## config.mk

```make
export PLATFORM = sky130hd
export DESIGN_NAME = mftr_slot_ram
export DESIGN_NICKNAME = d
export VERILOG_FILES = /design/src/design/mftr_pkg.sv /design/src/design/mftr_slot_ram.sv
export SDC_FILE = /design/constraint.sdc
export NUM_CORES = 2
export LEC_CHECK = 0
export BUFFER_PORTS_ARGS = -buffer_cell sky130_fd_sc_hd__buf_2
export CAP_MARGIN = 15
export CORE_MARGIN = 8
export CORE_UTILIZATION = 29
export CTS_CLUSTER_SIZE = 12
export DETAILED_ROUTE_END_ITERATION = 7
export HOLD_SLACK_MARGIN = 0.15
export PLACE_DENSITY = 0.42
export RECOVER_POWER = 50
export SYNTH_ARGS = -nofsm -noshare
export SYNTH_HDL_FRONTEND = slang
export SYNTH_SLANG_ARGS = --single-unit
export TNS_END_PERCENT = 1
```

## constraint.sdc

```tcl
create_clock -name clk_i -period 9.5 [get_ports clk_i]
set_input_delay 0 -clock clk_i [delete_from_list [all_inputs] [get_ports clk_i]]
set_output_delay 0 -clock clk_i [all_outputs]
set_load 0.005 [all_outputs]
```

## src/design/mftr_pkg.sv

```systemverilog
`timescale 1ns / 1ps

package mftr_pkg;

  localparam int MAX_SLOTS       = 64;
  localparam int SLOTS_PER_FRAME = 8;
  localparam int PAYLOAD_WIDTH   = 64;

  localparam int SLOT_W   = $clog2(MAX_SLOTS);
  localparam int CNT_W    = SLOT_W + 1;
  localparam int MODE_W   = 2;
  localparam int FID_W    = 11;
  localparam int POS_W    = 3;
  localparam int DATA_W   = 64;
  localparam int TCNT_W   = 16;
  localparam int CYC_W    = 16;
  localparam int AGE_W    = 32;
  localparam int IDX_W    = FID_W + 6;
  localparam int NUM_REGS = 5;
  localparam int REG_W    = 32;
  localparam int RIDX_W   = $clog2(NUM_REGS);
  localparam int ADDR_W   = RIDX_W + 2;

  localparam logic [AGE_W-1:0] TIMEOUT_RST    = AGE_W'(100);
  localparam logic [FID_W-1:0] LAST_FRAME_RST = FID_W'(7);

  typedef enum logic [MODE_W-1:0] {
    MODE_HEADER  = 2'd0,
    MODE_ELEMENT = 2'd1,
    MODE_TICK    = 2'd2,
    MODE_NONE    = 2'd3
  } mode_e;

  typedef enum logic [RIDX_W-1:0] {
    REG_PUBLISH_PARTIAL = 3'd0,
    REG_TIMEOUT_TICKS   = 3'd1,
    REG_MAX_TARGETS     = 3'd2,
    REG_FIRST_FRAME_ID  = 3'd3,
    REG_LAST_FRAME_ID   = 3'd4
  } reg_idx_e;

  typedef enum logic [2:0] {
    ST_IDLE,
    ST_EXEC,
    ST_SCAN,
    ST_LOAD,
    ST_SEND
  } state_e;

  typedef struct packed {
    logic             partial_en;
    logic [AGE_W-1:0] timeout_ticks;
    logic [CNT_W-1:0] target_cap;
    logic [FID_W-1:0] first_frame_no;
    logic [FID_W-1:0] last_frame_no;
  } cfg_t;

  typedef struct packed {
    logic [MODE_W-1:0] mode;
    logic [FID_W-1:0]  frame_no;
    logic [POS_W-1:0]  position;
    logic [DATA_W-1:0] target_data;
    logic [TCNT_W-1:0] target_count;
    logic [CYC_W-1:0]  cycle_number;
  } item_t;

  typedef struct packed {
    logic              wr_en;
    logic [SLOT_W-1:0] wr_addr;
    logic              rd_en;
    logic [SLOT_W-1:0] rd_addr;
  } ram_req_t;

endpackage

```

## src/design/mftr_slot_ram.sv

```systemverilog
`timescale 1ns / 1ps

module mftr_slot_ram (
  input  logic                               clk_i,
  input  mftr_pkg::ram_req_t                 req_i,
  input  logic [mftr_pkg::PAYLOAD_WIDTH-1:0] wr_data_i,
  output logic [mftr_pkg::PAYLOAD_WIDTH-1:0] rd_data_o
);

  logic [mftr_pkg::PAYLOAD_WIDTH-1:0] mem [mftr_pkg::MAX_SLOTS];
  logic [mftr_pkg::PAYLOAD_WIDTH-1:0] rd_data_q;

  assign rd_data_o = rd_data_q;

  always_ff @(posedge clk_i) begin
    if (req_i.wr_en) begin
      mem[req_i.wr_addr] <= wr_data_i;
    end
  end

  always_ff @(posedge clk_i) begin
    if (req_i.rd_en) begin
      rd_data_q <= mem[req_i.rd_addr];
    end
  end

endmodule

```

==> run_results.csv <==
group,metric,value,unit
clock_network,clkTransAtPathRegs,0.06,ns
detailed_routing,drt-initial-drc-count,8851,
timing,rsz0062_at_grt,"false",
timing,skew,0.0660,ns
detailed_routing,routedWlPerCell,35.9,um
logic_synthesis,synthDominantCellAreaShare,79.6,%
grt,overflow,0,
setup_path,path_max_fanout,24,
clock_network,holdBufCountCts,83,
die,row_count,270,
setup_path,start_kind,"primary input",
logic_synthesis,synth_area_leader_cell,"edfxtp_1",
timing,setup_viol,0,
clock_network,numCtsBuffers,456,
final_layout,syn2layout_area_growth,16.4,%
clock_network,cts_tree,"done",
setup_path,rr_startpoint,"mem[11][16]$_DFFE_PP_",
logic_synthesis,synth_area_leaders,"edfxtp_1 80%, mux4_2 15%, mux2i_1 0.86%",
timing,period_minus_slack,4.35,ns
logic_synthesis,synth_fp_nets,6677,
die,io_pins,143,
clock_network,htreeDepth,5,
clock_network,numClockSinks,4160,
power_and_ir_drop,powerDensity,215,nW/um^2
logic_synthesis,ys_seq_area_share,79.6,%
setup_path,crit_required,9.94,ns
setup_path,r2r_slack,6.51,ns
logic_synthesis,synthCells,6598,
detailed_routing,vias,76100,
final_layout,fillers,50600,
detailed_routing,wl_met2,257000,um
setup_path,endpoint_kind,"register",
timing,finalCritPeriodShare,45.7,%
logic_synthesis,syn_area,157000,sq um
detailed_routing,antenna_left,0,
clock_network,cts_root_buffer,"clkbuf_16",
logic_synthesis,ys_warn_count,0,
timing,tightest_slew,4.62,ns
timing,slew_violations,3937,
timing,slew_headroom,-208,%
detailed_routing,top_layer,"met5",
final_layout,multi_input_area,30800,sq um
placement,io_buffers,142,
run_status,violations,"capacitance limit, slew limit",
power_and_ir_drop,p_total,39.2,mW
flow_run,max_cap_violations,68,
setup_path,worstSetupEndpoint,"rd_data_o[53]$_DFFE_PP_",
detailed_routing,drc,0,
timing,max_freq,0.230,GHz
final_layout,ff_latch_area,125000,sq um
setup_path,worstSetupPathType,"primary input to register",
placement,dp_hpwl,275000,um
clock_network,cts.repair.resized,0,
setup_path,startpoint,"req_i[6]",
run_status,status,"finished, violations left",
clock_network,cts_setup_buffers,0,
final_layout,drive_above_1_share,26.8,%
die,start_util,29.1,%
placement,gp_congestion,0.719,
logic_synthesis,ys_seq_elements,4160,
setup_path,reg2reg_depth,7,
die,die_width,752,um
power_and_ir_drop,ir_worst_vdd,0.160,mV
timing,tns,0,ns
clock_network,clk_latency,1.01,ns
die,die_h,752,um
timing,finalHoldViolCount,0,
die,die_area,565000,sq um
setup_path,cp.arrival,4.79,ns
power_and_ir_drop,p_leak,55.6,nW
die,coreArea,540000,sq um
detailed_routing,post_drt_via_cell_ratio,5.16,
logic_synthesis,synth_cell_types,32,
grt,grt_pass1_vias,78200,
logic_synthesis,avgSynthCellArea,23.8,sq um
grt,antenna_found_initial,67,
clock_network,cts_max_path_buffers,4,
hold_path,hp-class,"primary input to register",
detailed_routing,wl_met3,30700,um
detailed_routing,wl_met1,232000,um
setup_path,reg2reg_to,"rd_data_o[16]$_DFFE_PP_",
grt,grt_pass1_wl,712000,um
detailed_routing,drtPass1Iterations,5,
detailed_routing,routed_wl,530000,um
final_layout,finish.net_count,7242,
grt,grt_max_degree,113,
grt,grt_use_total,18.3,%
## layout make-up
class / instances / area share, %
Clock buffer: 577 / 6.55
Clock inverter: 261 / 1.14
Timing Repair Buffer: 477 / 2.07
Tap cell: 7208 / 4.94
Inverter: 19 / 0.0390
Sequential cell: 4160 / 68.4
Multi-Input combinational cell: 2049 / 16.9
Antenna cell: 19 / 0.0260
## power breakdown
group,internal [mW],switching (mW),total (mW)
clock network,9.56,7.35,16.9
logic,0.642,1.20,1.84
registers,20.4,0.0801,20.5
## sequential cells by signal (all words and copies together), names as in the netlist
register and count:
mem 4096, rd_data_o 64
## worst min path at each step
stage	cells past startpoint	end	startpoint
3_5_place_dp	1	rd_data_o[55]	rd_data_o[55]$_DFFE_PP_
5_1_grt	5	rd_data_o[1]$_DFFE_PP_	req_i[3]
2_1_floorplan	0	mem[0][0]$_DFFE_PP_	wr_data_i[0]
3_3_place_gp	1	rd_data_o[55]	rd_data_o[55]$_DFFE_PP_
6_report	5	rd_data_o[1]$_DFFE_PP_	req_i[3]
4_1_cts	5	rd_data_o[1]$_DFFE_PP_	req_i[3]
## metrics by stage
stage                     cells  instance area, sq um  hold slack (ns)  utilization [%]  worst slack [ns]
after CTS                 14700                183000            0.162             33.8              5.47
after floorplan            6598                157000           0.0989                -              4.06
after global routing      14800                183000            0.264             33.8              5.20
after global placement    13800                168000            0.420             31.0              5.21
after detailed placement  13800                168000            0.407             31.1              5.19
final                     14800                183000            0.289             33.8              5.15
## cells in the mapped netlist
master     count
nand4_1        2
or3_1         29
and3_1        64
nand3b_1       2
a31o_1         1
edfxtp_1    4160
and2_1         3
nand4b_1       1
buf_4         34
or2_2         28
nor2_1       112
nand2_1       58
a22oi_1      168
or3b_2         1
a2bb2oi_1     19
nor3_1         2
a41oi_1       26
inv_1         19
a211oi_1      63
nand2b_1      11
buf_6          6
clkbuf_1     140
buf_2        170
mux2i_1      135
buf_1         20
nor2b_1       28
o22ai_1       83
nand3_1       45
mux4_2      1024
a22o_1        88
a31oi_1       18
o221ai_1      38
## cells in the final DEF, fill, tap and decap left out, types with 3 or more instances in the layout
master,n
edfxtp_1,4160
mux4_2,1024
clkbuf_16,461
clkbuf_1,206
buf_4,177
a22oi_1,168
mux2i_1,135
clkinv_1,124
dlygate4sd3_1,99
a22o_1,88
o22ai_1,83
clkinv_2,79
buf_2,73
and3_1,64
a211oi_1,62
nor2_4,61
nand2_1,53
nor2_1,51
nand3_1,45
o221ai_1,38
buf_12,36
or3_1,29
or2_2,28
a41oi_1,26
bufinv_16,25
nor2b_1,24
diode_2,19
inv_1,19
a2bb2oi_1,19
a31oi_1,18
inv_6,10
nand2b_1,7
clkinvlp_4,7
clkinv_8,6
clkinv_16,5
nor2b_4,3
nand2b_2,3
inv_16,3
## routing by layer
layer | vias to the layer above | GRT usage [%]
li1 | 29800 | -
met1 | 43200 | 25.8
met2 | 2590 | 30.5
met3 | 584 | 2.58
met4 | 6 | 3.46
met5 | - | 0
## critical path, stage by stage
cell           delay, ns
dlygate4sd3_1       0.52
dlygate4sd3_1       0.54
clkbuf_1            0.41
clkbuf_1            3.26
## cells by family (layout without fill, tap and decap cells)
group                  count (synthesis)  count (layout)  synth area share (%)
AOI/OAI and AO/OA                    504             504                  2.47
buffers and inverters                389            1334                  1.18
DFF                                 4160            4160                  79.6
muxes                               1159            1159                  15.6
other                                  0              19                     0
and+or+nand+nor                      386             386                  1.23
Power figures use the tool's default switching activity.
