## src/design/mftr_pkg.sv

```systemverilog
`timescale 1ns / 1ps

package mftr_pkg;

  localparam int MAX_SLOTS       = 64;
  localparam int SLOTS_PER_FRAME = 8;
  localparam int PAYLOAD_WIDTH   = 64;

  localparam int SLOT_W   = $clog2(MAX_SLOTS);
  localparam int CNT_W    = SLOT_W + 1;
  localparam int MODE_W   = 2;
  localparam int FID_W    = 11;
  localparam int POS_W    = 3;
  localparam int DATA_W   = 64;
  localparam int TCNT_W   = 16;
  localparam int CYC_W    = 16;
  localparam int AGE_W    = 32;
  localparam int IDX_W    = FID_W + 6;
  localparam int NUM_REGS = 5;
  localparam int REG_W    = 32;
  localparam int RIDX_W   = $clog2(NUM_REGS);
  localparam int ADDR_W   = RIDX_W + 2;

  localparam logic [AGE_W-1:0] TIMEOUT_RST    = AGE_W'(100);
  localparam logic [FID_W-1:0] LAST_FRAME_RST = FID_W'(7);

  typedef enum logic [MODE_W-1:0] {
    MODE_HEADER  = 2'd0,
    MODE_ELEMENT = 2'd1,
    MODE_TICK    = 2'd2,
    MODE_NONE    = 2'd3
  } mode_e;

  typedef enum logic [RIDX_W-1:0] {
    REG_PUBLISH_PARTIAL = 3'd0,
    REG_TIMEOUT_TICKS   = 3'd1,
    REG_MAX_TARGETS     = 3'd2,
    REG_FIRST_FRAME_ID  = 3'd3,
    REG_LAST_FRAME_ID   = 3'd4
  } reg_idx_e;

  typedef enum logic [2:0] {
    ST_IDLE,
    ST_EXEC,
    ST_SCAN,
    ST_LOAD,
    ST_SEND
  } state_e;

  typedef struct packed {
    logic             partial_en;
    logic [AGE_W-1:0] timeout_ticks;
    logic [CNT_W-1:0] target_cap;
    logic [FID_W-1:0] first_frame_no;
    logic [FID_W-1:0] last_frame_no;
  } cfg_t;

  typedef struct packed {
    logic [MODE_W-1:0] mode;
    logic [FID_W-1:0]  frame_no;
    logic [POS_W-1:0]  position;
    logic [DATA_W-1:0] target_data;
    logic [TCNT_W-1:0] target_count;
    logic [CYC_W-1:0]  cycle_number;
  } item_t;

  typedef struct packed {
    logic              wr_en;
    logic [SLOT_W-1:0] wr_addr;
    logic              rd_en;
    logic [SLOT_W-1:0] rd_addr;
  } ram_req_t;

endpackage

```

## src/design/mftr_cfg_regs.sv

```systemverilog
`timescale 1ns / 1ps

module mftr_cfg_regs (
  input  logic                        clk_i,
  input  logic                        rst_ni,
  input  logic                        psel,
  input  logic                        penable,
  input  logic                        pwrite,
  input  logic [mftr_pkg::ADDR_W-1:0] paddr,
  input  logic [mftr_pkg::REG_W-1:0]  pwdata,
  output logic [mftr_pkg::REG_W-1:0]  prdata,
  output logic                        pready,
  output mftr_pkg::cfg_t              cfg_o
);

  mftr_pkg::cfg_t                cfg_q, cfg_d;
  logic                          wr_en;
  logic [mftr_pkg::RIDX_W-1:0]   ridx;

  assign pready = 1'b1;
  assign wr_en  = psel & penable & pwrite;
  assign ridx   = paddr[mftr_pkg::ADDR_W-1:2];
  assign cfg_o  = cfg_q;

  always_comb begin
    cfg_d = cfg_q;
    if (wr_en) begin
      unique case (ridx)
        mftr_pkg::REG_PUBLISH_PARTIAL: cfg_d.partial_en     = pwdata[0];
        mftr_pkg::REG_TIMEOUT_TICKS:   cfg_d.timeout_ticks  = pwdata[mftr_pkg::AGE_W-1:0];
        mftr_pkg::REG_MAX_TARGETS:     cfg_d.target_cap     = pwdata[mftr_pkg::CNT_W-1:0];
        mftr_pkg::REG_FIRST_FRAME_ID:  cfg_d.first_frame_no = pwdata[mftr_pkg::FID_W-1:0];
        mftr_pkg::REG_LAST_FRAME_ID:   cfg_d.last_frame_no  = pwdata[mftr_pkg::FID_W-1:0];
        default: ;
      endcase
    end
  end

  always_comb begin
    unique case (ridx)
      mftr_pkg::REG_PUBLISH_PARTIAL: prdata = mftr_pkg::REG_W'(cfg_q.partial_en);
      mftr_pkg::REG_TIMEOUT_TICKS:   prdata = mftr_pkg::REG_W'(cfg_q.timeout_ticks);
      mftr_pkg::REG_MAX_TARGETS:     prdata = mftr_pkg::REG_W'(cfg_q.target_cap);
      mftr_pkg::REG_FIRST_FRAME_ID:  prdata = mftr_pkg::REG_W'(cfg_q.first_frame_no);
      mftr_pkg::REG_LAST_FRAME_ID:   prdata = mftr_pkg::REG_W'(cfg_q.last_frame_no);
      default:                       prdata = '0;
    endcase
  end

  always_ff @(posedge clk_i or negedge rst_ni) begin
    if (!rst_ni) begin
      cfg_q.partial_en     <= 1'b0;
      cfg_q.timeout_ticks  <= mftr_pkg::TIMEOUT_RST;
      cfg_q.target_cap     <= '0;
      cfg_q.first_frame_no <= '0;
      cfg_q.last_frame_no  <= mftr_pkg::LAST_FRAME_RST;
    end else begin
      cfg_q <= cfg_d;
    end
  end

endmodule

```

## config.mk

```make
export PLATFORM = sky130hd
export DESIGN_NAME = mftr_cfg_regs
export DESIGN_NICKNAME = d
export VERILOG_FILES = /design/src/design/mftr_pkg.sv /design/src/design/mftr_cfg_regs.sv
export SDC_FILE = /design/constraint.sdc
export NUM_CORES = 1
export LEC_CHECK = 0
export ABC_CLOCK_PERIOD_IN_PS = 1400
export BUFFER_PORTS_ARGS = -buffer_cell sky130_fd_sc_hd__buf_2
export CORE_MARGIN = 3
export CORE_UTILIZATION = 46
export CTS_CLUSTER_DIAMETER = 50
export CTS_CLUSTER_SIZE = 10
export DETAILED_ROUTE_END_ITERATION = 7
export PLACE_DENSITY = 0.86
export SETUP_SLACK_MARGIN = 0.5
export SLEW_MARGIN = 20
export SYNTH_ARGS = -nofsm -noshare
export SYNTH_HDL_FRONTEND = slang
export SYNTH_SLANG_ARGS = --single-unit
```

## constraint.sdc

```tcl
create_clock -name clk_i -period 1.4 [get_ports clk_i]
set_clock_uncertainty 0.05 [all_clocks]
set_input_delay 0.14 -clock clk_i [delete_from_list [all_inputs] [get_ports clk_i]]
set_output_delay 0.14 -clock clk_i [all_outputs]
set_load 0.02 [all_outputs]
```

==> results of run 1 <==
## Yosys cell counts, types with 2 or more instances
cell        n
clkbuf_1    2
o22ai_1     5
buf_6       3
mux2i_1    12
dfstp_2     6
nor2_1      5
o2bb2ai_1   4
and2_1     21
nor3_1      2
nand2b_1    3
a22oi_1     5
mux2_2     61
buf_2       3
nor2b_1     2
buf_4       6
dfrtp_1    56
## logic make-up after synthesis
logic type | Yosys count | synth area share [%]
and+or+nand+nor | 39 | 9.47
DFF | 62 | 54.2
muxes | 74 | 28.4
other | 1 | 0.130
buffers and inverters | 14 | 3.52
AOI/OAI and AO/OA | 17 | 4.30
## stage by stage
step	TNS, ps	hold slack, ps	worst slack, ps	area (um^2)	util [%]
detailed placement	-1440	122	-59.0	4100	68.5
global placement	-486	116	-33.2	4100	68.5
floorplan	0	-206	115	3220	-
==> key figures, run 1 <==
Status
  • Status: aborted with a tool error
  • Last step reached: clock tree synthesis (4_1_cts)
  • Log Error: [ERROR DPL-0038] Utilization greater than 100%, impossible to legalize

Clock tree
  • H-tree levels: 3
  • Post-CTS setup repair buffer count: between 40 and 50
  • Clk buf depth: 2
  • Total CTS buffers: 9
  • Post-cts sizing count: 296
  • Hold_buf cts: 22
  • Clock root cell: clkbuf_8
  • TritonCTS Sinks: 62

Place
  • GP Congestion: 0.746
  • Port bufs: 133
  • Dpl hpwl: 5470 um
  • # placed instances: 426

Synthesis
  • Syn_area_per_cell: between 10 and 15 um^2
  • Ys async rst share: 100%
  • YS warnings: 0
  • Post-Syn Area: 2880 um^2
  • Synth top area share: 48.7%
  • Synth unique cells: 27
  • Synth area leaders: dfrtp_1, mux2_2, dfstp_2
  • Post-synth EDFFs: 0
  • Sequential share of the synthesized area: 54.2%
  • Synth area leader: dfrtp_1
  • Mapped Cells: approximately 210
  • FF+latch count, synth: slightly above 60
  • Synth Flop Type: dfrtp_1
  • Net Count, Synth: 249

Die
  • Top Ports: 137
  • Die H: 85.1 um
  • Rows: 28
  • Die W: 85.1 um
  • Initial Util: 48.1%
==> inputs of run 2 (changes only) <==
--- a/config.mk
+++ b/config.mk
@@ -8,12 +8,9 @@
 export ABC_CLOCK_PERIOD_IN_PS = 1400
 export BUFFER_PORTS_ARGS = -buffer_cell sky130_fd_sc_hd__buf_2
 export CORE_MARGIN = 3
-export CORE_UTILIZATION = 46
-export CTS_CLUSTER_DIAMETER = 50
-export CTS_CLUSTER_SIZE = 10
+export CORE_UTILIZATION = 40
 export DETAILED_ROUTE_END_ITERATION = 7
-export PLACE_DENSITY = 0.86
-export SETUP_SLACK_MARGIN = 0.5
+export PLACE_DENSITY_LB_ADDON = 0.15
 export SLEW_MARGIN = 20
 export SYNTH_ARGS = -nofsm -noshare
 export SYNTH_HDL_FRONTEND = slang
==> key figures, run 2 <==
Synthesis
  • Sequential share of the synthesized area: 54.2%
  • Syn_area_per_cell: 13.9 um^2
  • Ys async rst share: 100%
  • Synth area leader: dfrtp_1
  • Post-synth EDFFs: 0
  • Synth top area share: 48.7%
  • Synth unique cells: 27
  • FF+latch count, synth: 62
  • Net Count, Synth: between 200 and 250
  • Mapped Cells: 207
  • Synth Flop Type: dfrtp_1
  • Post-Syn Area: 2880 um^2
  • Top-count cell post-synth: mux2_2
  • YS warnings: 0
  • Synth area leaders: dfrtp_1, mux2_2, dfstp_2
  • Top post-synthesis cells by count: mux2_2, dfrtp_1, and2_1

Power
  • VDD IR-drop max: 0.700 mV
  • Tot Pwr: 5.54 mW
  • Power per cell area: roughly 1300 nW/um^2
  • Leakage: 2.21 nW

Die
  • Top Ports: 137
  • Rows: 30
  • Die H: roughly 91 um
  • Die ar.: 8250 um^2
  • Core Box Area: just under 7000 um^2
  • Initial Util: a little over two fifths
  • Die W: 90.8 um

Drt
  • Number of iterations in the first detailed-routing pass: 4
  • WL per Instance: 14.8 um
  • Initial DRC count: 56
  • DRC Markers: 0
  • Via density: 4.74
  • WL final: 7200 um
  • Routed via count: 2305
  • DRT antenna net count: 0

Hold path
  • Worst hold path class: in2reg

Critical path
  • Critical path arrival: 1370 ps
  • Worst setup path end: prdata[6]
  • Setup crit end kind: output port
  • Worst reg2reg path depth: 3
  • Crit Path Class: reg2out
  • Worst-path fanout max: 2
  • Capture point of the worst reg-to-reg path: cfg_o[29]$_DFFE_PN0P_
  • Startpoint Class: flip-flop
  • Flop2flop setup slack: between 300 and 400 ps
  • Worst path required time: between 1000 and 1500 ps
  • Reg2reg start: cfg_o[29]$_DFFE_PN0P_
  • Crit path from: cfg_o[35]$_DFFE_PN1P_

Flow run
  • Max-cap viol count: 0

Place
  • Place WS: -55.9 ps
  • Placement Cell Area: 3740 um^2
  • Port bufs: 133
  • Dpl hpwl: 5070 um
  • GP Congestion: 0.766

STA
  • Tcrit/Tclk final: 111%
  • Worst Slack Setup Final: -158 ps
  • Setup violations, final: 6
  • Slew Viols, Final: 0
  • Unrepaired setup endpoints after global routing: true
  • Min Tclk post-route: 1560 ps
  • Fmax: 642 MHz
  • WHS: 13.1 ps
  • Final hold vios: 0

Layout
  • Share of post-route cells with drive strength above 1: 63.6%
  • Commonest cells after routing, fill and taps aside: buf_2, mux2_2, dfrtp_1
  • Post-layout util: 61.5%
  • Antenna diode count: 0
  • Final Cell Area: ~4200 um^2
  • Commonest non-fill, non-tap cell in the layout: buf_2
  • Largest register FFs: between 60 and 70
  • Layout Area Growth over Synthesis: 46.8%
  • Nets@finish: about 430

Global route
  • Largest net degree at the start of global routing: 63
  • First-pass GRT wire length: 11700 um
  • Total grt overflow: 0
  • Initial antenna violation count: 0
  • Vias in the first global route: 2350
  • Total track usage: 18.0%

Clock tree
  • H-tree levels: 3
  • Clock root cell: clkbuf_8
  • Worst skew pair latency: 330 ps
  • CTS tree: yes
  • Total CTS buffers: 9
  • Clk buf depth: 2
  • TritonCTS Sinks: 62
  • Reg clk slew, reported paths: 70 ps

Status
  • Failing checks: setup timing
  • Status: finished, violations left
-- run 2: cell counts after synthesis --
Identical to the previous run, type by type.
-- run 2: cell type report --
type | instances | area, um^2
Timing Repair Buffer | 181 | 1120
Clock buffer | 12 | 155
Tap cell | 96 | 120
Multi-Input combinational cell | 131 | 1240
Fill cell | 570 | 2640
Sequential cell | 62 | 1560
Clock inverter | 4 | 22.5
-- run 2: metal layers --
metal	global-route usage [%]	wire (um)
met2	29.8	3490
met5	0	0
met3	6.08	529
met1	22.2	3110
met4	5.28	70
-- run 2: report_power, final --
part	internal (mW)	switching, mW	total [mW]
sequential	2.17	0.249	2.42
clock	0.730	0.655	1.39
combinational	0.781	0.957	1.74
-- run 2: timing repair --
action / CTS / global route
resized for setup: 10 / 1
gates cloned: 0 / 0
endpoints found under the hold margin: 77 / 0
setup endpoints to repair: 7 / 8
pin swaps: 4 / 1
buffers inserted: 6 / 1
hold buffers: 22 / 0
-- run 2: kinds of logic after synthesis --
logic type      Yosys count  synth area share [%]
mux                      74                  28.4
buf+inv                  14                  3.52
flops                    62                  54.2
compound gates           17                  4.30
other cells               1                 0.130
simple gates             39                  9.47
-- run 2: critical path: stages (launching register included) --
cell	delay, ps
dfstp_2	540
nor4bb_4	190
a31oi_1	60
o21ai_1	90
buf_4	160
-- run 2: metrics by stage --
step,std cells,TNS (ps)
5_1_grt,486,-909
2_1_floorplan,207,0
6_report,486,-371
4_1_cts,485,-544
3_5_place_dp,441,-1490
3_3_place_gp,441,-1170
-- run 2: worst min path at each step --
stage | from | endpoint | slack [ps] | cells past startpoint
global placement | rst_ni | cfg_o[25]$_DFFE_PN0P_ | 130 | 2
CTS | pwdata[7] | cfg_o[7]$_DFFE_PN0P_ | 0.4 | 2
floorplan | rst_ni | cfg_o[10]$_DFFE_PN0P_ | -210 | 0
detailed placement | rst_ni | cfg_o[25]$_DFFE_PN0P_ | 130 | 2
finish | pwdata[7] | cfg_o[7]$_DFFE_PN0P_ | 10 | 2
global route | pwdata[7] | cfg_o[7]$_DFFE_PN0P_ | 5 | 2
(Power assumes the default switching activity.)
