$ cat src/design/mftr_pkg.sv
`timescale 1ns / 1ps

package mftr_pkg;

  localparam int MAX_SLOTS       = 64;
  localparam int SLOTS_PER_FRAME = 8;
  localparam int PAYLOAD_WIDTH   = 64;

  localparam int SLOT_W   = $clog2(MAX_SLOTS);
  localparam int CNT_W    = SLOT_W + 1;
  localparam int MODE_W   = 2;
  localparam int FID_W    = 11;
  localparam int POS_W    = 3;
  localparam int DATA_W   = 64;
  localparam int TCNT_W   = 16;
  localparam int CYC_W    = 16;
  localparam int AGE_W    = 32;
  localparam int IDX_W    = FID_W + 6;
  localparam int NUM_REGS = 5;
  localparam int REG_W    = 32;
  localparam int RIDX_W   = $clog2(NUM_REGS);
  localparam int ADDR_W   = RIDX_W + 2;

  localparam logic [AGE_W-1:0] TIMEOUT_RST    = AGE_W'(100);
  localparam logic [FID_W-1:0] LAST_FRAME_RST = FID_W'(7);

  typedef enum logic [MODE_W-1:0] {
    MODE_HEADER  = 2'd0,
    MODE_ELEMENT = 2'd1,
    MODE_TICK    = 2'd2,
    MODE_NONE    = 2'd3
  } mode_e;

  typedef enum logic [RIDX_W-1:0] {
    REG_PUBLISH_PARTIAL = 3'd0,
    REG_TIMEOUT_TICKS   = 3'd1,
    REG_MAX_TARGETS     = 3'd2,
    REG_FIRST_FRAME_ID  = 3'd3,
    REG_LAST_FRAME_ID   = 3'd4
  } reg_idx_e;

  typedef enum logic [2:0] {
    ST_IDLE,
    ST_EXEC,
    ST_SCAN,
    ST_LOAD,
    ST_SEND
  } state_e;

  typedef struct packed {
    logic             partial_en;
    logic [AGE_W-1:0] timeout_ticks;
    logic [CNT_W-1:0] target_cap;
    logic [FID_W-1:0] first_frame_no;
    logic [FID_W-1:0] last_frame_no;
  } cfg_t;

  typedef struct packed {
    logic [MODE_W-1:0] mode;
    logic [FID_W-1:0]  frame_no;
    logic [POS_W-1:0]  position;
    logic [DATA_W-1:0] target_data;
    logic [TCNT_W-1:0] target_count;
    logic [CYC_W-1:0]  cycle_number;
  } item_t;

  typedef struct packed {
    logic              wr_en;
    logic [SLOT_W-1:0] wr_addr;
    logic              rd_en;
    logic [SLOT_W-1:0] rd_addr;
  } ram_req_t;

endpackage

$ cat src/design/mftr_in_if.sv
`timescale 1ns / 1ps

interface mftr_in_if;
  logic                        valid;
  logic                        ready;
  logic [mftr_pkg::MODE_W-1:0] mode;
  logic [mftr_pkg::FID_W-1:0]  frame_no;
  logic [mftr_pkg::POS_W-1:0]  position;
  logic [mftr_pkg::DATA_W-1:0] target_data;
  logic [mftr_pkg::TCNT_W-1:0] target_count;
  logic [mftr_pkg::CYC_W-1:0]  cycle_number;

  modport source (
    output valid, mode, frame_no, position, target_data, target_count, cycle_number,
    input  ready
  );
  modport sink (
    input  valid, mode, frame_no, position, target_data, target_count, cycle_number,
    output ready
  );
endinterface

$ cat src/design/mftr_out_if.sv
`timescale 1ns / 1ps

interface mftr_out_if;
  logic                        valid;
  logic                        ready;
  logic [mftr_pkg::CYC_W-1:0]  out_cycle_number;
  logic [mftr_pkg::SLOT_W-1:0] slot_index;
  logic [mftr_pkg::DATA_W-1:0] out_target_data;
  logic                        is_partial;
  logic                        is_empty;
  logic                        last;

  modport source (
    output valid, out_cycle_number, slot_index, out_target_data, is_partial, is_empty,
           last,
    input  ready
  );
  modport sink (
    input  valid, out_cycle_number, slot_index, out_target_data, is_partial, is_empty,
           last,
    output ready
  );
endinterface

$ cat src/design/mftr_ctrl.sv
`timescale 1ns / 1ps

module mftr_ctrl (
  input  logic                               clk_i,
  input  logic                               rst_ni,
  input  mftr_pkg::cfg_t                     cfg_i,
  mftr_in_if.sink                            in_i,
  mftr_out_if.source                         out_o,
  output mftr_pkg::ram_req_t                 ram_req_o,
  output logic [mftr_pkg::PAYLOAD_WIDTH-1:0] ram_wdata_o,
  input  logic [mftr_pkg::PAYLOAD_WIDTH-1:0] ram_rdata_i
);

  localparam int SLOT_W = mftr_pkg::SLOT_W;
  localparam int CNT_W  = mftr_pkg::CNT_W;
  localparam int IDX_W  = mftr_pkg::IDX_W;
  localparam int TCNT_W = mftr_pkg::TCNT_W;
  localparam int AGE_W  = mftr_pkg::AGE_W;
  localparam int NSLOT  = mftr_pkg::MAX_SLOTS;

  mftr_pkg::state_e               state_q, state_d;
  mftr_pkg::item_t                item_q, item_d;
  logic                           open_q, open_d;
  logic [NSLOT-1:0]               filled_q, filled_d;
  logic [CNT_W-1:0]               fcnt_q, fcnt_d;
  logic [CNT_W-1:0]               exp_q, exp_d;
  logic [mftr_pkg::CYC_W-1:0]     held_q, held_d;
  logic [AGE_W-1:0]               age_q, age_d;
  logic [SLOT_W-1:0]              scan_q, scan_d;
  logic [CNT_W-1:0]               ecnt_q, ecnt_d;
  logic [SLOT_W-1:0]              oslot_q, oslot_d;
  logic [mftr_pkg::DATA_W-1:0]    odata_q, odata_d;
  logic                           opart_q, opart_d;
  logic                           oempty_q, oempty_d;
  logic                           olast_q, olast_d;

  logic                           in_acc;
  logic                           out_acc;
  logic [TCNT_W-1:0]              cnt_cap;
  logic [TCNT_W-1:0]              cnt_sat;
  logic [CNT_W-1:0]               hdr_cnt;
  logic [mftr_pkg::FID_W-1:0]     rel_fid;
  logic [IDX_W-1:0]               idx_w;
  logic                           elem_ok;
  logic [SLOT_W-1:0]              elem_slot;
  logic                           elem_store;
  logic [CNT_W-1:0]               fcnt_new;
  logic [AGE_W-1:0]               age_inc;
  logic                           emit_hdr;
  logic                           emit_elem;
  logic                           emit_tick;

  assign in_acc  = in_i.valid & in_i.ready;
  assign out_acc = out_o.valid & out_o.ready;

  // shared index, count and age unit working on the held item
  always_comb begin
    cnt_cap = item_q.target_count;
    if ((cfg_i.target_cap != '0) && (item_q.target_count > TCNT_W'(cfg_i.target_cap))) begin
      cnt_cap = TCNT_W'(cfg_i.target_cap);
    end
    cnt_sat = (cnt_cap > TCNT_W'(NSLOT)) ? TCNT_W'(NSLOT) : cnt_cap;
    hdr_cnt = cnt_sat[CNT_W-1:0];

    rel_fid   = item_q.frame_no - cfg_i.first_frame_no;
    idx_w     = IDX_W'(rel_fid) * IDX_W'(mftr_pkg::SLOTS_PER_FRAME) + IDX_W'(item_q.position);
    elem_slot = idx_w[SLOT_W-1:0];
    elem_ok   = open_q
              && (item_q.frame_no >= cfg_i.first_frame_no)
              && (item_q.frame_no <= cfg_i.last_frame_no)
              && (32'(item_q.position) < 32'(mftr_pkg::SLOTS_PER_FRAME))
              && (idx_w < IDX_W'(exp_q));
    elem_store = elem_ok && !filled_q[elem_slot];
    fcnt_new   = elem_store ? CNT_W'(fcnt_q + CNT_W'(1)) : fcnt_q;

    age_inc = (age_q == '1) ? age_q : AGE_W'(age_q + AGE_W'(1));

    emit_hdr  = (hdr_cnt == '0);
    emit_elem = elem_ok && (fcnt_new >= exp_q);
    emit_tick = open_q && cfg_i.partial_en && (fcnt_q != '0)
              && (age_inc >= cfg_i.timeout_ticks);
  end

  always_comb begin
    state_d = state_q;
    unique case (state_q)
      mftr_pkg::ST_IDLE: begin
        if (in_acc) state_d = mftr_pkg::ST_EXEC;
      end
      mftr_pkg::ST_EXEC: begin
        state_d = mftr_pkg::ST_IDLE;
        unique case (item_q.mode)
          mftr_pkg::MODE_HEADER:  if (emit_hdr)  state_d = mftr_pkg::ST_SEND;
          mftr_pkg::MODE_ELEMENT: if (emit_elem) state_d = mftr_pkg::ST_SCAN;
          mftr_pkg::MODE_TICK:    if (emit_tick) state_d = mftr_pkg::ST_SCAN;
          default: ;
        endcase
      end
      mftr_pkg::ST_SCAN: begin
        if (filled_q[scan_q]) state_d = mftr_pkg::ST_LOAD;
      end
      mftr_pkg::ST_LOAD: state_d = mftr_pkg::ST_SEND;
      mftr_pkg::ST_SEND: begin
        if (out_acc) state_d = olast_q ? mftr_pkg::ST_IDLE : mftr_pkg::ST_SCAN;
      end
      default: state_d = mftr_pkg::ST_IDLE;
    endcase
  end

  always_comb begin
    item_d    = item_q;
    open_d    = open_q;
    filled_d  = filled_q;
    fcnt_d    = fcnt_q;
    exp_d     = exp_q;
    held_d    = held_q;
    age_d     = age_q;
    scan_d    = scan_q;
    ecnt_d    = ecnt_q;
    oslot_d   = oslot_q;
    odata_d   = odata_q;
    opart_d   = opart_q;
    oempty_d  = oempty_q;
    olast_d   = olast_q;
    ram_req_o = '0;
    ram_wdata_o = item_q.target_data[mftr_pkg::PAYLOAD_WIDTH-1:0];

    unique case (state_q)
      mftr_pkg::ST_IDLE: begin
        if (in_acc) begin
          item_d.mode         = in_i.mode;
          item_d.frame_no     = in_i.frame_no;
          item_d.position     = in_i.position;
          item_d.target_data  = in_i.target_data;
          item_d.target_count = in_i.target_count;
          item_d.cycle_number = in_i.cycle_number;
        end
      end
      mftr_pkg::ST_EXEC: begin
        scan_d = '0;
        ecnt_d = '0;
        unique case (item_q.mode)
          mftr_pkg::MODE_HEADER: begin
            open_d   = 1'b1;
            filled_d = '0;
            fcnt_d   = '0;
            age_d    = '0;
            exp_d    = hdr_cnt;
            held_d   = item_q.cycle_number;
            oslot_d  = '0;
            odata_d  = '0;
            opart_d  = 1'b0;
            oempty_d = 1'b1;
            olast_d  = 1'b1;
          end
          mftr_pkg::MODE_ELEMENT: begin
            if (elem_store) begin
              ram_req_o.wr_en     = 1'b1;
              ram_req_o.wr_addr   = elem_slot;
              filled_d[elem_slot] = 1'b1;
              fcnt_d              = fcnt_new;
            end
          end
          mftr_pkg::MODE_TICK: begin
            if (open_q) age_d = age_inc;
          end
          default: ;
        endcase
      end
      mftr_pkg::ST_SCAN: begin
        if (filled_q[scan_q]) begin
          ram_req_o.rd_en   = 1'b1;
          ram_req_o.rd_addr = scan_q;
        end else begin
          scan_d = SLOT_W'(scan_q + SLOT_W'(1));
        end
      end
      mftr_pkg::ST_LOAD: begin
        oslot_d  = scan_q;
        odata_d  = mftr_pkg::DATA_W'(ram_rdata_i);
        opart_d  = (fcnt_q < exp_q);
        oempty_d = 1'b0;
        olast_d  = (CNT_W'(ecnt_q + CNT_W'(1)) == fcnt_q);
      end
      mftr_pkg::ST_SEND: begin
        if (out_acc) begin
          if (olast_q) begin
            open_d   = 1'b0;
            filled_d = '0;
            fcnt_d   = '0;
            exp_d    = '0;
            held_d   = '0;
            age_d    = '0;
          end else begin
            ecnt_d = CNT_W'(ecnt_q + CNT_W'(1));
            scan_d = SLOT_W'(scan_q + SLOT_W'(1));
          end
        end
      end
      default: ;
    endcase
  end

  assign in_i.ready             = (state_q == mftr_pkg::ST_IDLE);
  assign out_o.valid            = (state_q == mftr_pkg::ST_SEND);
  assign out_o.out_cycle_number = held_q;
  assign out_o.slot_index       = oslot_q;
  assign out_o.out_target_data  = odata_q;
  assign out_o.is_partial       = opart_q;
  assign out_o.is_empty         = oempty_q;
  assign out_o.last             = olast_q;

  always_ff @(posedge clk_i or negedge rst_ni) begin
    if (!rst_ni) begin
      state_q  <= mftr_pkg::ST_IDLE;
      open_q   <= 1'b0;
      filled_q <= '0;
      fcnt_q   <= '0;
      exp_q    <= '0;
      held_q   <= '0;
      age_q    <= '0;
      scan_q   <= '0;
      ecnt_q   <= '0;
      opart_q  <= 1'b0;
      oempty_q <= 1'b0;
      olast_q  <= 1'b0;
    end else begin
      state_q  <= state_d;
      open_q   <= open_d;
      filled_q <= filled_d;
      fcnt_q   <= fcnt_d;
      exp_q    <= exp_d;
      held_q   <= held_d;
      age_q    <= age_d;
      scan_q   <= scan_d;
      ecnt_q   <= ecnt_d;
      opart_q  <= opart_d;
      oempty_q <= oempty_d;
      olast_q  <= olast_d;
    end
  end

  always_ff @(posedge clk_i) begin
    item_q  <= item_d;
    oslot_q <= oslot_d;
    odata_q <= odata_d;
  end

endmodule

$ cat src/flat_wrapper.sv
// flat-port wrapper written by rule: the top's interface ports become plain ports
module mftr_ctrl_flat 
  (clk_i, rst_ni, cfg_i, ram_req_o, ram_wdata_o, ram_rdata_i, in_i_valid, in_i_mode, in_i_frame_no, in_i_position, in_i_target_data, in_i_target_count, in_i_cycle_number, in_i_ready, out_o_valid, out_o_out_cycle_number, out_o_slot_index, out_o_out_target_data, out_o_is_partial, out_o_is_empty, out_o_last, out_o_ready);
  mftr_in_if in_i_i ();
  mftr_out_if out_o_i ();
  input  logic clk_i;
  input  logic rst_ni;
  input  mftr_pkg::cfg_t cfg_i;
  output mftr_pkg::ram_req_t ram_req_o;
  output logic [mftr_pkg::PAYLOAD_WIDTH-1:0] ram_wdata_o;
  input  logic [mftr_pkg::PAYLOAD_WIDTH-1:0] ram_rdata_i;
  input wire logic [$bits(in_i_i.valid)-1:0] in_i_valid;
  input wire logic [$bits(in_i_i.mode)-1:0] in_i_mode;
  input wire logic [$bits(in_i_i.frame_no)-1:0] in_i_frame_no;
  input wire logic [$bits(in_i_i.position)-1:0] in_i_position;
  input wire logic [$bits(in_i_i.target_data)-1:0] in_i_target_data;
  input wire logic [$bits(in_i_i.target_count)-1:0] in_i_target_count;
  input wire logic [$bits(in_i_i.cycle_number)-1:0] in_i_cycle_number;
  output wire logic [$bits(in_i_i.ready)-1:0] in_i_ready;
  output wire logic [$bits(out_o_i.valid)-1:0] out_o_valid;
  output wire logic [$bits(out_o_i.out_cycle_number)-1:0] out_o_out_cycle_number;
  output wire logic [$bits(out_o_i.slot_index)-1:0] out_o_slot_index;
  output wire logic [$bits(out_o_i.out_target_data)-1:0] out_o_out_target_data;
  output wire logic [$bits(out_o_i.is_partial)-1:0] out_o_is_partial;
  output wire logic [$bits(out_o_i.is_empty)-1:0] out_o_is_empty;
  output wire logic [$bits(out_o_i.last)-1:0] out_o_last;
  input wire logic [$bits(out_o_i.ready)-1:0] out_o_ready;
  assign in_i_i.valid = in_i_valid;
  assign in_i_i.mode = in_i_mode;
  assign in_i_i.frame_no = in_i_frame_no;
  assign in_i_i.position = in_i_position;
  assign in_i_i.target_data = in_i_target_data;
  assign in_i_i.target_count = in_i_target_count;
  assign in_i_i.cycle_number = in_i_cycle_number;
  assign in_i_ready = in_i_i.ready;
  assign out_o_valid = out_o_i.valid;
  assign out_o_out_cycle_number = out_o_i.out_cycle_number;
  assign out_o_slot_index = out_o_i.slot_index;
  assign out_o_out_target_data = out_o_i.out_target_data;
  assign out_o_is_partial = out_o_i.is_partial;
  assign out_o_is_empty = out_o_i.is_empty;
  assign out_o_last = out_o_i.last;
  assign out_o_i.ready = out_o_ready;
  mftr_ctrl u_core (.clk_i(clk_i), .rst_ni(rst_ni), .cfg_i(cfg_i), .in_i(in_i_i), .out_o(out_o_i), .ram_req_o(ram_req_o), .ram_wdata_o(ram_wdata_o), .ram_rdata_i(ram_rdata_i));
endmodule
$ cat config.mk
export PLATFORM = sky130hd
export DESIGN_NAME = mftr_ctrl_flat
export DESIGN_NICKNAME = d
export VERILOG_FILES = /design/src/design/mftr_pkg.sv /design/src/design/mftr_in_if.sv /design/src/design/mftr_out_if.sv /design/src/design/mftr_ctrl.sv /design/src/flat_wrapper.sv
export SDC_FILE = /design/constraint.sdc
export NUM_CORES = 1
export LEC_CHECK = 0
export BUFFER_PORTS_ARGS = -buffer_cell sky130_fd_sc_hd__buf_2
export CORE_MARGIN = 4
export CORE_UTILIZATION = 40
export CTS_BUF_LIST = sky130_fd_sc_hd__clkbuf_8 sky130_fd_sc_hd__clkbuf_16
export DETAILED_ROUTE_END_ITERATION = 10
export HOLD_SLACK_MARGIN = 0.12
export MAX_ROUTING_LAYER = met4
export SETUP_SLACK_MARGIN = 0.2
export SYNTH_ARGS = -nofsm -noshare
export SYNTH_HDL_FRONTEND = slang
export SYNTH_SLANG_ARGS = --single-unit
$ cat constraint.sdc
create_clock -name clk_i -period 11.6 [get_ports clk_i]
set_clock_uncertainty 0.15 [all_clocks]
set_input_delay 2.32 -clock clk_i [delete_from_list [all_inputs] [get_ports clk_i]]
set_output_delay 2.32 -clock clk_i [all_outputs]
set_load 0.05 [all_outputs]
==> metrics.md <==
| Metric | Value |
|---|---|
| Status | `finished, final reports clean` |
| Core Area | `between 0.04 and 0.05 mm²` |
| Gr usage total | `slightly above 20%` |
| Hold depth | `1` |
| Bufs on Longest Clock Path | `3` |
| Post-CTS resize count | `0` |
| Final period util | `approximately 78%` |
| RSZ-0062 raised after global routing | `false` |
| DRC | `0` |
| Num CTS Buffers | `40` |
| Synth Warn # | `0` |
| DR iter-0 viols | `1066` |
| Routability congestion estimate | `roughly 0.86` |
| Synth cell types | `between 70 and 80` |
| Clk pin slew, worst setup/hold paths | `0.06 ns` |
| Sequential power share | `42.0%` |
| Commonest non-fill, non-tap cell in the layout | `buf_2` |
| DRT Wirelength | `48400 µm` |
| Clk pwr share | `around 40%` |
| Reg2reg end | `u_core.state_q[1]$_DFFE_PN0P_` |
| Final max-slew violation count | `0` |
| Largest net degree at the start of global routing | `between 100 and 150` |
| Setup crit start | `cfg_i[11]` |
| Clock tree from TritonCTS | `built` |
| Pleak | `around 9.6 nW` |
| Die W | `~220 µm` |
| EDFF count, synth | `182` |
| Setup TNS after final layout | `0 ns` |
| Share of cells above drive strength 1 | `27.5%` |
| Synth Instances | `1625` |
| Cell Rows | `76` |
| Setup WS post-layout | `approximately 2.6 ns` |
| I/O Buffers | `just over 400` |
| Setup CP Type | `input port to primary output` |
| Final net count | `between 2000 and 2500` |
| Die Area | `0.0474 mm²` |
| # setup viols final | `0` |
| CP startpoint kind | `input port` |
| Chip height | `218 µm` |
| Htree depth | `2` |
| Hold-fix buffers, CTS | `0` |
| Crit Path Max Fanout | `11` |
| Dominant cell type by area after synthesis | `edfxtp_1` |
| Syn Std Cell Area | `about 0.018 mm²` |
| Number of global-route vias before repair | `13570` |
| Critical path required time | `approximately 9 ns` |
| Min-delay src | `u_core.item_q[0]$_DFFE_PP_` |
| First-pass DRT Iterations | `5` |
| Post-layout min period | `around 9 ns` |
| DRT antenna net count | `0` |
| Internal power | `2.35 mW` |
| VDD IR max | `around 0.00013 V` |
| Pre-CTS setup slack | `2.62 ns` |
| Actual slew at the worst max-slew pin | `1.25 ns` |
| Total global routing overflow | `0` |
| Most frequent cells in the layout | `buf_2, edfxtp_1, dfrtp_1` |
| Top_reg_cell synth | `edfxtp_1` |
| Hold WC Path Type | `register to register` |
| P_sw | `between 0.9 and 1 mW` |
| Endpoint of the worst hold path | `u_core.out_o.out_cycle_number[0]$_DFFE_PN0P_` |
| Async SR Flop Fraction | `about 45%` |
| Seq cells post-synth | `around 330` |
| I/O Pins | `411` |
| Clock Tree Root | `clkbuf_16` |
| Avg WL per Cell | `approximately 19 µm` |
| Max-cap check violation count | `0` |
| Worst Reg-to-Reg Cells | `23` |
| Area delta synth->final | `19.6%` |
| Synthesized netlist net count | `around 2000` |
| Overall Power | `3.30 mW` |
| Post-CTS Setup Bufs | `0` |
| Fmax | `roughly 0.11 GHz` |
| Synth area leaders | `edfxtp_1, dfrtp_1, ha_1` |
| Top cell type's share of synthesized area | `31.0%` |
| CTS sink count | `328` |
| Sw frac | `a little under 30%` |
| First-pass GRT wire length | `74600 µm` |
| Rel. slew slack | `between 15 and 20%` |
| Initial antenna violation count | `5` |
| Post-synthesis sequential area ratio | `roughly half` |
| DP Wirelength | `~35000 µm` |
| Setup crit end kind | `primary output` |
| Pwr/cell area | `roughly 160 mW/mm²` |
| Via-to-Cell Ratio | `around 5.3` |
| Clk_lat worst skew | `~0.55 ns` |
| CP arrival | `about 6.6 ns` |
| Comb power frac | `18.3%` |
| Hold Vio Cnt, Final | `0` |
| Routed vias | `~14000` |
| Starting utilization of the core area | `40.7%` |
| Worst r2r src | `u_core.item_q[99]$_DFFE_PP_` |
| Worst R2R Setup Slack | `5.55 ns` |
| Mean post-synth cell area | `about 11 µm²` |
registers in the layout (all words and copies together) (netlist names), 16 cells and up:
name	flops
u_core.ram_wdata_o	64
u_core.filled_q	64
u_core.age_q	32
u_core.out_o.out_cycle_number	16
u_core.out_o.out_target_data	64
u_core.item_q	48
cell usage after synthesis, drive strengths merged, types with 7 or more instances:
cell and count:
edfxtp 182, dfrtp 146, nand2 141, o21ai 115, buf 107, nand3 99
inv 93, and3 85, ha 85, nor2 69, clkbuf 54, a21oi 43
xnor2 40, nor3 33, a21o 28, a22o 27, mux4 25, nand4 20
and2 18, nand2b 16, o31ai 16, mux2i 14, nor2b 14, xor2 14
a31oi 13, nor4 11, o21a 10, mux2 8, o22ai 8, a211oi 7
and4 7
logic make-up after synthesis:
logic type | after synthesis | share of synthesized area, %
simple gates | 543 | 16.0
flops | 328 | 51.8
compound gates | 313 | 11.6
buf+inv | 254 | 7.25
fa+ha+maj | 86 | 6.15
xor+xnor | 54 | 2.69
mux | 47 | 4.51
power by group through the flow:
stage / Combinational, mW / Clock (mW) / Sequential [mW]
after global placement: 0.593 / 0 / 1.40
after global routing: 0.662 / 1.40 / 1.40
final: 0.603 / 1.31 / 1.39
after detailed placement: 0.605 / 0 / 1.41
after CTS: 0.607 / 1.35 / 1.39
after floorplan: 0.372 / 0 / 1.46
area by class of cell:
class / instances / area (µm²)
antenna: 5 / 12.5
clock buffer: 43 / 1080
clock inverter: 27 / 315
fill: 4002 / 22200
inverter: 93 / 349
multi-input combinational: 1043 / 7250
sequential: 328 / 9120
tap: 585 / 732
timing repair buffer: 428 / 2190
stage by stage:
step                cell area, µm²  utilization, %  hold WS, ns  instances
finish                       21100            48.7        0.316       2552
floorplan                    17600               -        0.299       1625
global placement             19600            45.4        0.302       2477
global route                 21100            48.7        0.332       2552
CTS                          21000            48.6        0.321       2547
detailed placement           19600            45.4        0.310       2477
worst max-delay path: stages:
cell     delay [ns]
buf_2          0.08
ha_1           0.18
inv_1          0.06
fa_1           0.40
xnor2_1        0.57
inv_1          0.35
ha_1           0.40
a21o_1         0.19
o21ai_0        0.20
o21ai_0        0.16
nor4_1         0.35
nand4_1        0.12
or4_1          0.59
nor2_4         0.19
and2_1         0.14
buf_2          0.26
how the worst max path moves through the flow:
stage | end | slack (ns) | cells after the start
after floorplan | ram_req_o[10] | 2.96 | 15
after global placement | ram_req_o[11] | 2.85 | 16
after detailed placement | ram_req_o[8] | 2.62 | 16
after CTS | ram_req_o[8] | 2.62 | 16
after global routing | ram_req_o[9] | 2.17 | 15
final | ram_req_o[8] | 2.57 | 16
per-layer routing:
layer  GRT usage (%)  share of wire [%]
met4            6.07                2.2
met2            32.4                 47
met1            26.3                 43
met3            4.70                8.2
met5               -                  0
Note: power is estimated with default switching activity, not from simulation.
